==> config.mk <==
export PLATFORM = sky130hd
export DESIGN_NAME = radix_carry_normalizer_unit_flat
export DESIGN_NICKNAME = d
export VERILOG_FILES = /design/src/sv/rcn_pkg.sv /design/src/sv/rcn_limb_if.sv /design/src/sv/rcn_digit_if.sv /design/src/sv/rcn_divider.sv /design/src/sv/radix_carry_normalizer_unit.sv /design/src/flat_wrapper.sv
export SDC_FILE = /design/constraint.sdc
export NUM_CORES = 1
export LEC_CHECK = 0
export BUFFER_PORTS_ARGS = -buffer_cell sky130_fd_sc_hd__buf_4
export CAP_MARGIN = 25
export CORE_MARGIN = 3
export CORE_UTILIZATION = 50
export CTS_CLUSTER_SIZE = 28
export DETAILED_ROUTE_END_ITERATION = 16
export PLACE_DENSITY = 0.74
export SLEW_MARGIN = 10
export SYNTH_ARGS = -nofsm -noshare
export SYNTH_HDL_FRONTEND = slang
export SYNTH_SLANG_ARGS = --single-unit
==> constraint.sdc <==
create_clock -name clk -period 2.68 [get_ports clk]
set_clock_uncertainty 0.05 [all_clocks]
set_input_delay 0.268 -clock clk [delete_from_list [all_inputs] [get_ports clk]]
set_output_delay 0.268 -clock clk [all_outputs]
set_load 0.005 [all_outputs]
==> src/sv/rcn_pkg.sv <==
package rcn_pkg;

	localparam int RADIX_W = 30;
	localparam int LIMB_W = 32;
	localparam int DVD_W = LIMB_W + 1;
	localparam int LEN_W = 13;
	localparam int DIV_STEPS = DVD_W;
	localparam int STEP_W = $clog2(DIV_STEPS);

	localparam logic [RADIX_W-1:0] RADIX_RESET = RADIX_W'(10000);
	localparam logic [RADIX_W-1:0] RADIX_MIN = RADIX_W'(2);
	localparam logic [LEN_W-1:0] LEN_MAX = {LEN_W{1'b1}};

	typedef enum logic [1:0] {
		S_IDLE,
		S_DIV,
		S_PUT
	} state_t;

	typedef struct packed {
		logic start;
		logic [DVD_W-1:0] dividend;
		logic [RADIX_W-1:0] divisor;
	} div_req_t;

	typedef struct packed {
		logic busy;
		logic done;
		logic [DVD_W-1:0] quotient;
		logic [RADIX_W-1:0] remainder;
	} div_rsp_t;

endpackage

==> src/sv/rcn_limb_if.sv <==
interface rcn_limb_if;
	logic valid;
	logic ready;
	logic [rcn_pkg::LIMB_W-1:0] limb_value;
	logic is_last;

	modport source (output valid, output limb_value, output is_last, input ready);
	modport sink (input valid, input limb_value, input is_last, output ready);
endinterface

==> src/sv/rcn_digit_if.sv <==
interface rcn_digit_if;
	logic valid;
	logic ready;
	logic [rcn_pkg::RADIX_W-1:0] digit;
	logic end_of_number;
	logic [rcn_pkg::LEN_W-1:0] sig_length;

	modport source (output valid, output digit, output end_of_number, output sig_length,
		input ready);
	modport sink (input valid, input digit, input end_of_number, input sig_length,
		output ready);
endinterface

==> src/sv/rcn_divider.sv <==
module rcn_divider (
	input  logic              clk,
	input  logic              arst_n,
	input  rcn_pkg::div_req_t req,
	output rcn_pkg::div_rsp_t rsp
);

	logic [rcn_pkg::DVD_W-1:0] dvd_q;
	logic [rcn_pkg::RADIX_W-1:0] rem_q;
	logic [rcn_pkg::RADIX_W-1:0] divisor_q;
	logic [rcn_pkg::STEP_W-1:0] step_q;
	logic busy_q;
	logic done_q;

	logic [rcn_pkg::RADIX_W:0] shifted;
	logic [rcn_pkg::RADIX_W+1:0] diff;
	logic ge;
	logic [rcn_pkg::RADIX_W-1:0] rem_next;

	// One restoring step: bring down the next dividend bit and try a subtract.
	always_comb begin
		shifted = {rem_q, dvd_q[rcn_pkg::DVD_W-1]};
		diff = {1'b0, shifted} - {2'b00, divisor_q};
		ge = ~diff[rcn_pkg::RADIX_W+1];
		rem_next = ge ? diff[rcn_pkg::RADIX_W-1:0] : shifted[rcn_pkg::RADIX_W-1:0];
	end

	always_ff @(posedge clk or negedge arst_n) begin
		if (!arst_n) begin
			busy_q <= 1'b0;
			done_q <= 1'b0;
			step_q <= '0;
		end else begin
			done_q <= 1'b0;
			if (req.start) begin
				busy_q <= 1'b1;
				step_q <= '0;
			end else if (busy_q) begin
				if (step_q == rcn_pkg::STEP_W'(rcn_pkg::DIV_STEPS - 1)) begin
					busy_q <= 1'b0;
					done_q <= 1'b1;
				end
				step_q <= step_q + 1'b1;
			end
		end
	end

	always_ff @(posedge clk) begin
		if (req.start) begin
			dvd_q <= req.dividend;
			rem_q <= '0;
			divisor_q <= req.divisor;
		end else if (busy_q) begin
			dvd_q <= {dvd_q[rcn_pkg::DVD_W-2:0], ge};
			rem_q <= rem_next;
		end
	end

	assign rsp.busy = busy_q;
	assign rsp.done = done_q;
	assign rsp.quotient = dvd_q;
	assign rsp.remainder = rem_q;

endmodule

==> src/sv/radix_carry_normalizer_unit.sv <==
// Carry normalizer for big integers held as raw limbs, least significant first.
// Limbs arrive as beats on the limbs channel (limb_value, is_last). Each limb is
// added to the running carry and divided by the radix; the remainder leaves as
// one digit beat on the digits channel and the quotient becomes the new carry.
// After the beat marked is_last, any leftover carry is flushed as more digits.
// The final digit beat of a number has end_of_number set and carries the
// significant length in sig_length; all counters then clear for the next number.
// The radix is written through cfg_we/cfg_wdata; the user must do so only while the
// block is idle, which the block itself does not enforce; values below two act as two.
// One radix-2 restoring divider is shared for every digit and needs 33 steps.
// A limb is accepted in S_IDLE, divided in S_DIV and its digit loaded into the
// output register in S_PUT; the block returns to S_IDLE before it takes a new
// limb. Each flushed carry digit runs another division through S_DIV and S_PUT.
// While a digit waits in the output register the divider keeps working; the
// block only waits when a new digit is ready and the receiver still stalls.
// Reset clears the sequencer, the carry and counters, empties the output
// register and sets the radix to 10000.
module radix_carry_normalizer_unit (
	input  logic                        clk,
	input  logic                        arst_n,
	rcn_limb_if.sink                    limbs,
	rcn_digit_if.source                 digits,
	input  logic                        cfg_we,
	input  logic [rcn_pkg::RADIX_W-1:0] cfg_wdata
);

	// Configuration register.
	logic [rcn_pkg::RADIX_W-1:0] radix_q;
	logic [rcn_pkg::RADIX_W-1:0] radix_eff;

	// Number state carried from limb to limb.
	logic [rcn_pkg::LIMB_W-1:0] carry_q;
	logic [rcn_pkg::LEN_W-1:0] count_q;
	logic [rcn_pkg::LEN_W-1:0] top_q;
	logic last_q;

	// Output register.
	logic out_valid_q;
	logic [rcn_pkg::RADIX_W-1:0] out_digit_q;
	logic out_end_q;
	logic [rcn_pkg::LEN_W-1:0] out_len_q;

	rcn_pkg::state_t state_q, state_d;
	rcn_pkg::div_req_t div_req;
	rcn_pkg::div_rsp_t div_rsp;

	logic in_ready;
	logic out_load;
	logic out_free;
	logic finish;
	logic [rcn_pkg::LIMB_W-1:0] quot;
	logic [rcn_pkg::LEN_W-1:0] cnt_bump;
	logic [rcn_pkg::LEN_W-1:0] top_next;

	always_ff @(posedge clk or negedge arst_n) begin
		if (!arst_n) begin
			radix_q <= rcn_pkg::RADIX_RESET;
		end else if (cfg_we) begin
			radix_q <= cfg_wdata;
		end
	end

	assign radix_eff = (radix_q < rcn_pkg::RADIX_MIN) ? rcn_pkg::RADIX_MIN : radix_q;

	rcn_divider u_divider (
		.clk    (clk),
		.arst_n (arst_n),
		.req    (div_req),
		.rsp    (div_rsp)
	);

	// The quotient of a 33-bit sum by a radix of at least two fits in 32 bits.
	assign quot = div_rsp.quotient[rcn_pkg::LIMB_W-1:0];

	// Digit counters saturate at the top of their 13-bit range.
	assign cnt_bump = (count_q == rcn_pkg::LEN_MAX) ? count_q : count_q + 1'b1;
	assign top_next = (div_rsp.remainder != '0) ? cnt_bump : top_q;

	// The number ends once the last limb has been taken and no carry remains.
	// When carry digits were flushed, the top one is nonzero, so the highest
	// nonzero position equals the digit count and serves both cases.
	assign finish = last_q && (quot == '0);

	assign out_free = !out_valid_q || digits.ready;

	always_comb begin
		state_d = state_q;
		in_ready = 1'b0;
		out_load = 1'b0;
		div_req.start = 1'b0;
		div_req.dividend = {1'b0, quot};
		div_req.divisor = radix_eff;
		case (state_q)
			rcn_pkg::S_IDLE: begin
				in_ready = 1'b1;
				div_req.dividend = {1'b0, limbs.limb_value} + {1'b0, carry_q};
				if (limbs.valid) begin
					div_req.start = 1'b1;
					state_d = rcn_pkg::S_DIV;
				end
			end
			rcn_pkg::S_DIV: begin
				if (div_rsp.done) begin
					state_d = rcn_pkg::S_PUT;
				end
			end
			rcn_pkg::S_PUT: begin
				if (out_free) begin
					out_load = 1'b1;
					if (last_q && !finish) begin
						// Flush the next carry digit.
						div_req.start = 1'b1;
						state_d = rcn_pkg::S_DIV;
					end else begin
						state_d = rcn_pkg::S_IDLE;
					end
				end
			end
			default: begin
				state_d = rcn_pkg::S_IDLE;
			end
		endcase
	end

	always_ff @(posedge clk or negedge arst_n) begin
		if (!arst_n) begin
			state_q <= rcn_pkg::S_IDLE;
			carry_q <= '0;
			count_q <= '0;
			top_q <= '0;
			last_q <= 1'b0;
			out_valid_q <= 1'b0;
		end else begin
			state_q <= state_d;
			if (in_ready && limbs.valid) begin
				last_q <= limbs.is_last;
			end
			if (out_load) begin
				carry_q <= finish ? '0 : quot;
				count_q <= finish ? '0 : cnt_bump;
				top_q <= finish ? '0 : top_next;
				out_valid_q <= 1'b1;
			end else if (digits.ready) begin
				out_valid_q <= 1'b0;
			end
		end
	end

	always_ff @(posedge clk) begin
		if (out_load) begin
			out_digit_q <= div_rsp.remainder;
			out_end_q <= finish;
			out_len_q <= finish ? top_next : '0;
		end
	end

	assign limbs.ready = in_ready;
	assign digits.valid = out_valid_q;
	assign digits.digit = out_digit_q;
	assign digits.end_of_number = out_end_q;
	assign digits.sig_length = out_len_q;

	// A digit taken from the divider is always below the radix in use.
	assert property (@(posedge clk) disable iff (!arst_n)
		out_load |-> (div_rsp.remainder < radix_eff))
	else $error("normalized digit not below radix");

	// Ending a number leaves no carry and no counted digits behind.
	assert property (@(posedge clk) disable iff (!arst_n)
		(out_load && finish) |=> (carry_q == '0 && count_q == '0 && top_q == '0))
	else $error("number state not cleared after final digit");

	// The divider only finishes while the sequencer waits for it.
	assert property (@(posedge clk) disable iff (!arst_n)
		div_rsp.done |-> (state_q == rcn_pkg::S_DIV))
	else $error("divider finished outside of a division");

	// A new division never starts while the divider is still stepping.
	assert property (@(posedge clk) disable iff (!arst_n)
		div_req.start |-> !div_rsp.busy)
	else $error("divider restarted while busy");

endmodule
==> src/flat_wrapper.sv <==
// flat-port wrapper written by rule: the top's interface ports become plain ports
module radix_carry_normalizer_unit_flat 
  (clk, arst_n, cfg_we, cfg_wdata, limbs_valid, limbs_limb_value, limbs_is_last, limbs_ready, digits_valid, digits_digit, digits_end_of_number, digits_sig_length, digits_ready);
  rcn_limb_if limbs_i ();
  rcn_digit_if digits_i ();
  input  logic clk;
  input  logic arst_n;
  input  logic cfg_we;
  input  logic [rcn_pkg::RADIX_W-1:0] cfg_wdata;
  input wire logic [$bits(limbs_i.valid)-1:0] limbs_valid;
  input wire logic [$bits(limbs_i.limb_value)-1:0] limbs_limb_value;
  input wire logic [$bits(limbs_i.is_last)-1:0] limbs_is_last;
  output wire logic [$bits(limbs_i.ready)-1:0] limbs_ready;
  output wire logic [$bits(digits_i.valid)-1:0] digits_valid;
  output wire logic [$bits(digits_i.digit)-1:0] digits_digit;
  output wire logic [$bits(digits_i.end_of_number)-1:0] digits_end_of_number;
  output wire logic [$bits(digits_i.sig_length)-1:0] digits_sig_length;
  input wire logic [$bits(digits_i.ready)-1:0] digits_ready;
  assign limbs_i.valid = limbs_valid;
  assign limbs_i.limb_value = limbs_limb_value;
  assign limbs_i.is_last = limbs_is_last;
  assign limbs_ready = limbs_i.ready;
  assign digits_valid = digits_i.valid;
  assign digits_digit = digits_i.digit;
  assign digits_end_of_number = digits_i.end_of_number;
  assign digits_sig_length = digits_i.sig_length;
  assign digits_i.ready = digits_ready;
  radix_carry_normalizer_unit u_core (.clk(clk), .arst_n(arst_n), .limbs(limbs_i), .digits(digits_i), .cfg_we(cfg_we), .cfg_wdata(cfg_wdata));
endmodule
# Word level (Yosys, flattened, before mapping)
# Index checks and enable logic that the tools add are counted.
# word_totals
register_bits,237
in_bits,68
# op_classes
add_sub_neg,4
magnitude_cmp,1
eq_ne,8
muxes,31
bitwise_logic,1
reduce_logical,13
# op_table
op,n
$mux 33,3
$mux 13,4
$add 32x32->33,1
$logic_not 32->1,1
$mux 32,1
$sub 31x30->32,1
$lt 30x2->1 const B,1
$mux 30,1
$reduce_bool 30->1,1
$mux 1,15
$add 13x1->13 const B,1
$eq 13x13->1 const B,1
$mux 6,2
$add 6x1->6 const B,1
$eq 6x6->1 const B,1
$mux 2,3
$ne 2x2->1 const B,3
$pmux 2 s3,1
$reduce_bool 2->1,2
$logic_and 1x1->1,3
$reduce_and 3->1,1
$eq 2x1->1 const B,1
$eq 2x2->1 const B,1
$logic_not 1->1,2
other kinds (6),6

# Depth between registers and ports, before layout
# depth
depth_word,9
depth_mapped,14

# Hierarchy
# Synthesis repeated with hierarchy kept, for this count alone.
# hier_totals
cells_unflattened,1379
area_unflattened_um2,13460.4
# by_module_without_submodules
mod,n_inst,cells_each,area_each_um2,seq_area_each_um2
radix_carry_normalizer_unit,1,828,7808.7,3629.7
rcn_divider,1,551,5651.7,2692.6

# Worst setup path after synthesis
# No wires, ideal clock.
# synth_timing
kind,register to register
start,register u_core.state_q[0]
end,register u_core.u_divider.dvd_q[11] (netlist bit) (data pin)
setup_ps,323
arrival_ps,2600
path_slack_ps,-293
stages_incl_launch_ff,11
synth_period_minus_slack_ps,2973
path_cell_list,dfrtp_1 > nand2b_1 > nand2b_1 > clkbuf_1 > inv_2 > nand2_1 > o21a_1 > clkbuf_1 > inv_1 > clkbuf_1 > o32ai_1
# synth_rtl
item,line,text
start: declaration,radix_carry_normalizer_unit.sv:43,"rcn_pkg::state_t state_q, state_d;"
start signal: assignment,radix_carry_normalizer_unit.sv:127,state_q <= rcn_pkg::S_IDLE;
start signal: assignment,radix_carry_normalizer_unit.sv:134,state_q <= state_d;
end signal: assignment,rcn_divider.sv:50,dvd_q <= req.dividend;
end signal: assignment,rcn_divider.sv:54,"dvd_q <= {dvd_q[rcn_pkg::DVD_W-2:0], ge};"
end: declaration,rcn_divider.sv:8,logic [rcn_pkg::DVD_W-1:0] dvd_q;

# Final worst setup path
# layout_timing
start,register u_core.u_divider.rem_q[5] (netlist bit)
end,register u_core.u_divider.rem_q[29] (netlist bit)
# layout_between
elab_chain_cells,2
# layout_lines
item,line,text
start: declaration,rcn_divider.sv:9,logic [rcn_pkg::RADIX_W-1:0] rem_q;
start signal: assignment,rcn_divider.sv:55,rem_q <= rem_next;
$sub 31x30->32,rcn_divider.sv:23,"diff = {1'b0, shifted} - {2'b00, divisor_q};"
$mux 30,rcn_divider.sv:25,rem_next = ge ? diff[rcn_pkg::RADIX_W-1:0] : shifted[rcn_pkg::RADIX_W-1:0];
# Every way passes these cells.
# A chain may end at the register's enable or synchronous reset.

==> results.toml <==
[logic_synthesis]
synth_flop_cell = "edfxtp_1"
yosys-top-cells-area = "edfxtp_1, dfrtp_1, nand2_1, ha_1, dfxtp_1"
synth_top_cell_by_area = "edfxtp_1"
yosys_warnings = 0
seq_area_frac_synth_pct = 50.1
netlist_instances = 1294
yosys_register_bits = 237
ys_types = 75
synth.net_count = 1429
async_flop_share_pct = 42.2
synth.top_cell.area_share_pct = 25.4
netlist_area_um2 = 12600
synth_enable_flop_cells = 107
syn_avg_cell_area_um2 = 9.76

[final_layout]
multi_input_area_um2 = 6400
syn2layout_area_growth_pct = 31.2
ff_latch_area_um2 = 6320
final_cell_mix = "buf_4, nand2_1, edfxtp_1, dfrtp_1, o21ai_0"
final_common_cell = "buf_4"
antenna_cells = 0
final_util_pct = 67.4
num-nets-final = 1665
fillers = 1802
stdcell_area_um2 = 16600
drive_gt1_share_pct = 28.2

[worst_hold_path]
min_from = "digits_ready"
hp-class = "input port to flop"
hold_end = "u_core.state_q[1]"
hold_depth = 3

[timing]
finalSetupViolations = 26
setup_tns_ns = -1.06
hold_viol = 0
slew_headroom_pct = 58.4
finalHoldWorstSlack_ns = 0.103
fmax_mhz = 359
min_period_ns = 2.79
fin_ws_ns = -0.106
fin_crit_sh_pct = 104
tightest_slew_ns = 0.621
drv_slew = 0
rsz0062_at_grt = "true"

[setup_path]
worstSetupStartpointType = "flop"
crit_family = "compound AO/OA/AOI/OAI gates"
critPathRequiredTime_ns = 3.07
reg2reg_depth = 11
critPathKind = "flop to flop"
rr_endpoint = "u_core.u_divider.rem_q[29]"
path_cells = "ha_4, a2111o_1, o211ai_2, a21oi_4, o31ai_4, o21a_4, and2_4, buf_12, buf_12, a31oi_2, o32ai_2"
cp.depth = 11
crit_top_cell = "buf_12"
crit_slowest_cell = "dfxtp_1"
regToRegSetupSlack_ns = -0.11
cp-end-kind = "flop"
cp_slowest_stage_delay_ns = 0.42
worst_ep_arrival_time_ns = 3.18
crit_buf_inv = 2
r2r_start = "u_core.u_divider.rem_q[5]"
path_max_fanout = 6

[job]
cap_violations = 0

[pwr]
power_leakage_nw = 7.31
clockPowerShare_pct = 21.7
p_sw_mw = 6.03
power.density_nw_per_um2 = 997
ir_worst_vdd_uv = 585
p_int_mw = 10.5
swShare_pct = 36.5
seqPwrFrac_pct = 33.2
comb_power_share_pct = 45.1

[clock_network]
clkLatencyLatePin_ns = 0.53
cts_buffer_depth = 3
htreeDepth = 1
cts.sinks = 237
cts-root-buf = "clkbuf_16"
cts_buffers = 25
clk_pin_slew_ns = 0.07
cts_tree = "done"

[global_routing]
grt_max_degree = 49
antenna_found_initial = 0
grt_pass1_wl_mm = 52.5
grtUsageTotal_pct = 23.8
first_global_vias = 10380
grt-ovfl-total = 0

[floorplan]
core_area_um2 = 24600
fp-row-count = 57
dieArea_um2 = 27200
die_w_um = 165
dieHeight_um = 165
pin_count = 114
start_util_pct = 51.3

[detailed_routing]
wl_mm = 33.6
drc = 0
vias = 10694
wl_per_cell_um = 18.0
via_per_inst = 5.71
drt_pass1_iterations = 5
antenna_left = 0
drtIter0Drc = 955

[place]
place_area_um2 = 14600
numPortBuffers = 113
place_congestion = 0.898
dp_hpwl_mm = 22.7

[outcome]
violations = "negative setup slack"
status = "finished with violations"
## cell families (layout without fill, tap and decap cells)
kind of cell | count (synthesis) | count (layout) | synth area share [%]
buf+inv | 139 | 393 | 4.25
simple gates | 424 | 424 | 14.9
fa+ha+maj | 67 | 67 | 6.76
compound gates | 331 | 331 | 16.7
xor+xnor | 60 | 60 | 4.16
flops | 237 | 237 | 50.1
mux | 36 | 36 | 3.15
## how the worst max path moves through the flow
stage | start | to | slack, ns
finish | u_core.u_divider.rem_q[5] | u_core.u_divider.rem_q[29] | -0.11
global route | u_core.u_divider.dvd_q[32] | u_core.u_divider.rem_q[24] | -0.21
CTS | u_core.carry_q[6] | u_core.u_divider.dvd_q[29] | -0.14
detailed placement | u_core.u_divider.divisor_q[0] | u_core.u_divider.rem_q[24] | -0.19
global placement | limbs_limb_value[1] | u_core.u_divider.dvd_q[29] | -0.23
floorplan | u_core.u_divider.divisor_q[0] | u_core.u_divider.rem_q[24] | 0.01
## per-stage QoR
stage / worst slack (ns) / instances / power, mW
2_1_floorplan: 0.0107 / 1294 / 9.24
3_3_place_gp: -0.227 / 1774 / 11.4
3_5_place_dp: -0.189 / 1774 / 11.5
4_1_cts: -0.141 / 1860 / 15.5
5_1_grt: -0.206 / 1872 / 17.5
6_report: -0.106 / 1872 / 16.5
## cells in the mapped netlist, types with 4 or more instances
| library cell | number |
|---|---|
| or3_1 | 6 |
| dfstp_2 | 5 |
| a211o_1 | 4 |
| nand3_1 | 31 |
| dfxtp_1 | 30 |
| o21ai_1 | 11 |
| a211oi_1 | 16 |
| nand2_1 | 228 |
| nand4_1 | 17 |
| a31oi_1 | 22 |
| clkbuf_1 | 72 |
| o31a_1 | 4 |
| mux2i_1 | 6 |
| o21ai_0 | 101 |
| o21a_1 | 13 |
| nor2_1 | 65 |
| o31ai_1 | 4 |
| nor3_1 | 18 |
| mux2_2 | 30 |
| a21oi_1 | 73 |
| o211ai_1 | 7 |
| o21bai_1 | 13 |
| ha_1 | 65 |
| xnor2_1 | 30 |
| nor2b_1 | 6 |
| o22ai_1 | 6 |
| inv_1 | 59 |
| nand2b_1 | 14 |
| xor2_1 | 30 |
| a21o_1 | 17 |
| edfxtp_1 | 107 |
| dfrtp_1 | 95 |
| nor4_1 | 20 |
| a22o_1 | 6 |
## power groups by stage
| stage | clock network, mW | logic, mW | registers, mW |
|---|---|---|---|
| floorplan | 0 | 3.92 | 5.32 |
| global placement | 0 | 5.94 | 5.45 |
| detailed placement | 0 | 6.05 | 5.47 |
| CTS | 3.66 | 6.46 | 5.41 |
| global route | 3.82 | 8.14 | 5.54 |
| finish | 3.59 | 7.45 | 5.48 |
## layout make-up
type	instances	share of cell area, %
multi-input cells	918	38.6
clock inverters	10	0.657
well taps	324	2.45
repair buffers	288	14.2
clock buffers	35	4.51
inverters	60	1.38
flip-flops and latches	237	38.2
## sequential cells by signal, summed over array words and instances (netlist names)
name / flops
u_core.carry_q: 32
u_core.count_q: 13
u_core.digits.digit: 30
u_core.digits.end_of_number: 1
u_core.digits.sig_length: 13
u_core.digits.valid: 1
u_core.last_q: 1
u_core.radix_q: 30
u_core.state_q: 2
u_core.top_q: 13
u_core.u_divider.busy_q: 1
u_core.u_divider.divisor_q: 30
u_core.u_divider.done_q: 1
u_core.u_divider.dvd_q: 33
u_core.u_divider.rem_q: 30
u_core.u_divider.step_q: 6
## routing by layer
layer / vias up / global-route usage, % / share of wire [%] / wire, um
met5: - / 0 / 0 / 0
met4: 0 / 7.17 / 2.3 / 784
met3: 58 / 3.46 / 6.5 / 2190
met2: 382 / 38.6 / 48 / 16100
met1: 5158 / 33.3 / 43 / 14600
li1: 5096 / - / - / -
## worst register-to-register path, cell delays in order (launching register included)
cell      delay, ns
dfxtp_1        0.42
ha_4           0.25
a2111o_1       0.41
o211ai_2       0.25
a21oi_4        0.10
o31ai_4        0.29
o21a_4         0.20
and2_4         0.22
buf_12         0.12
buf_12         0.11
a31oi_2        0.05
o32ai_2        0.23
## repair_timing
item	in CTS	in global routing
gates cloned	1	0
setup endpoints to repair	27	50
pin swaps	29	85
gates resized for setup	36	109
hold buffers	32	0
buffers inserted	8	13
endpoints found under the hold margin	69	0
No activity file was read; power rests on OpenSTA's default activity.
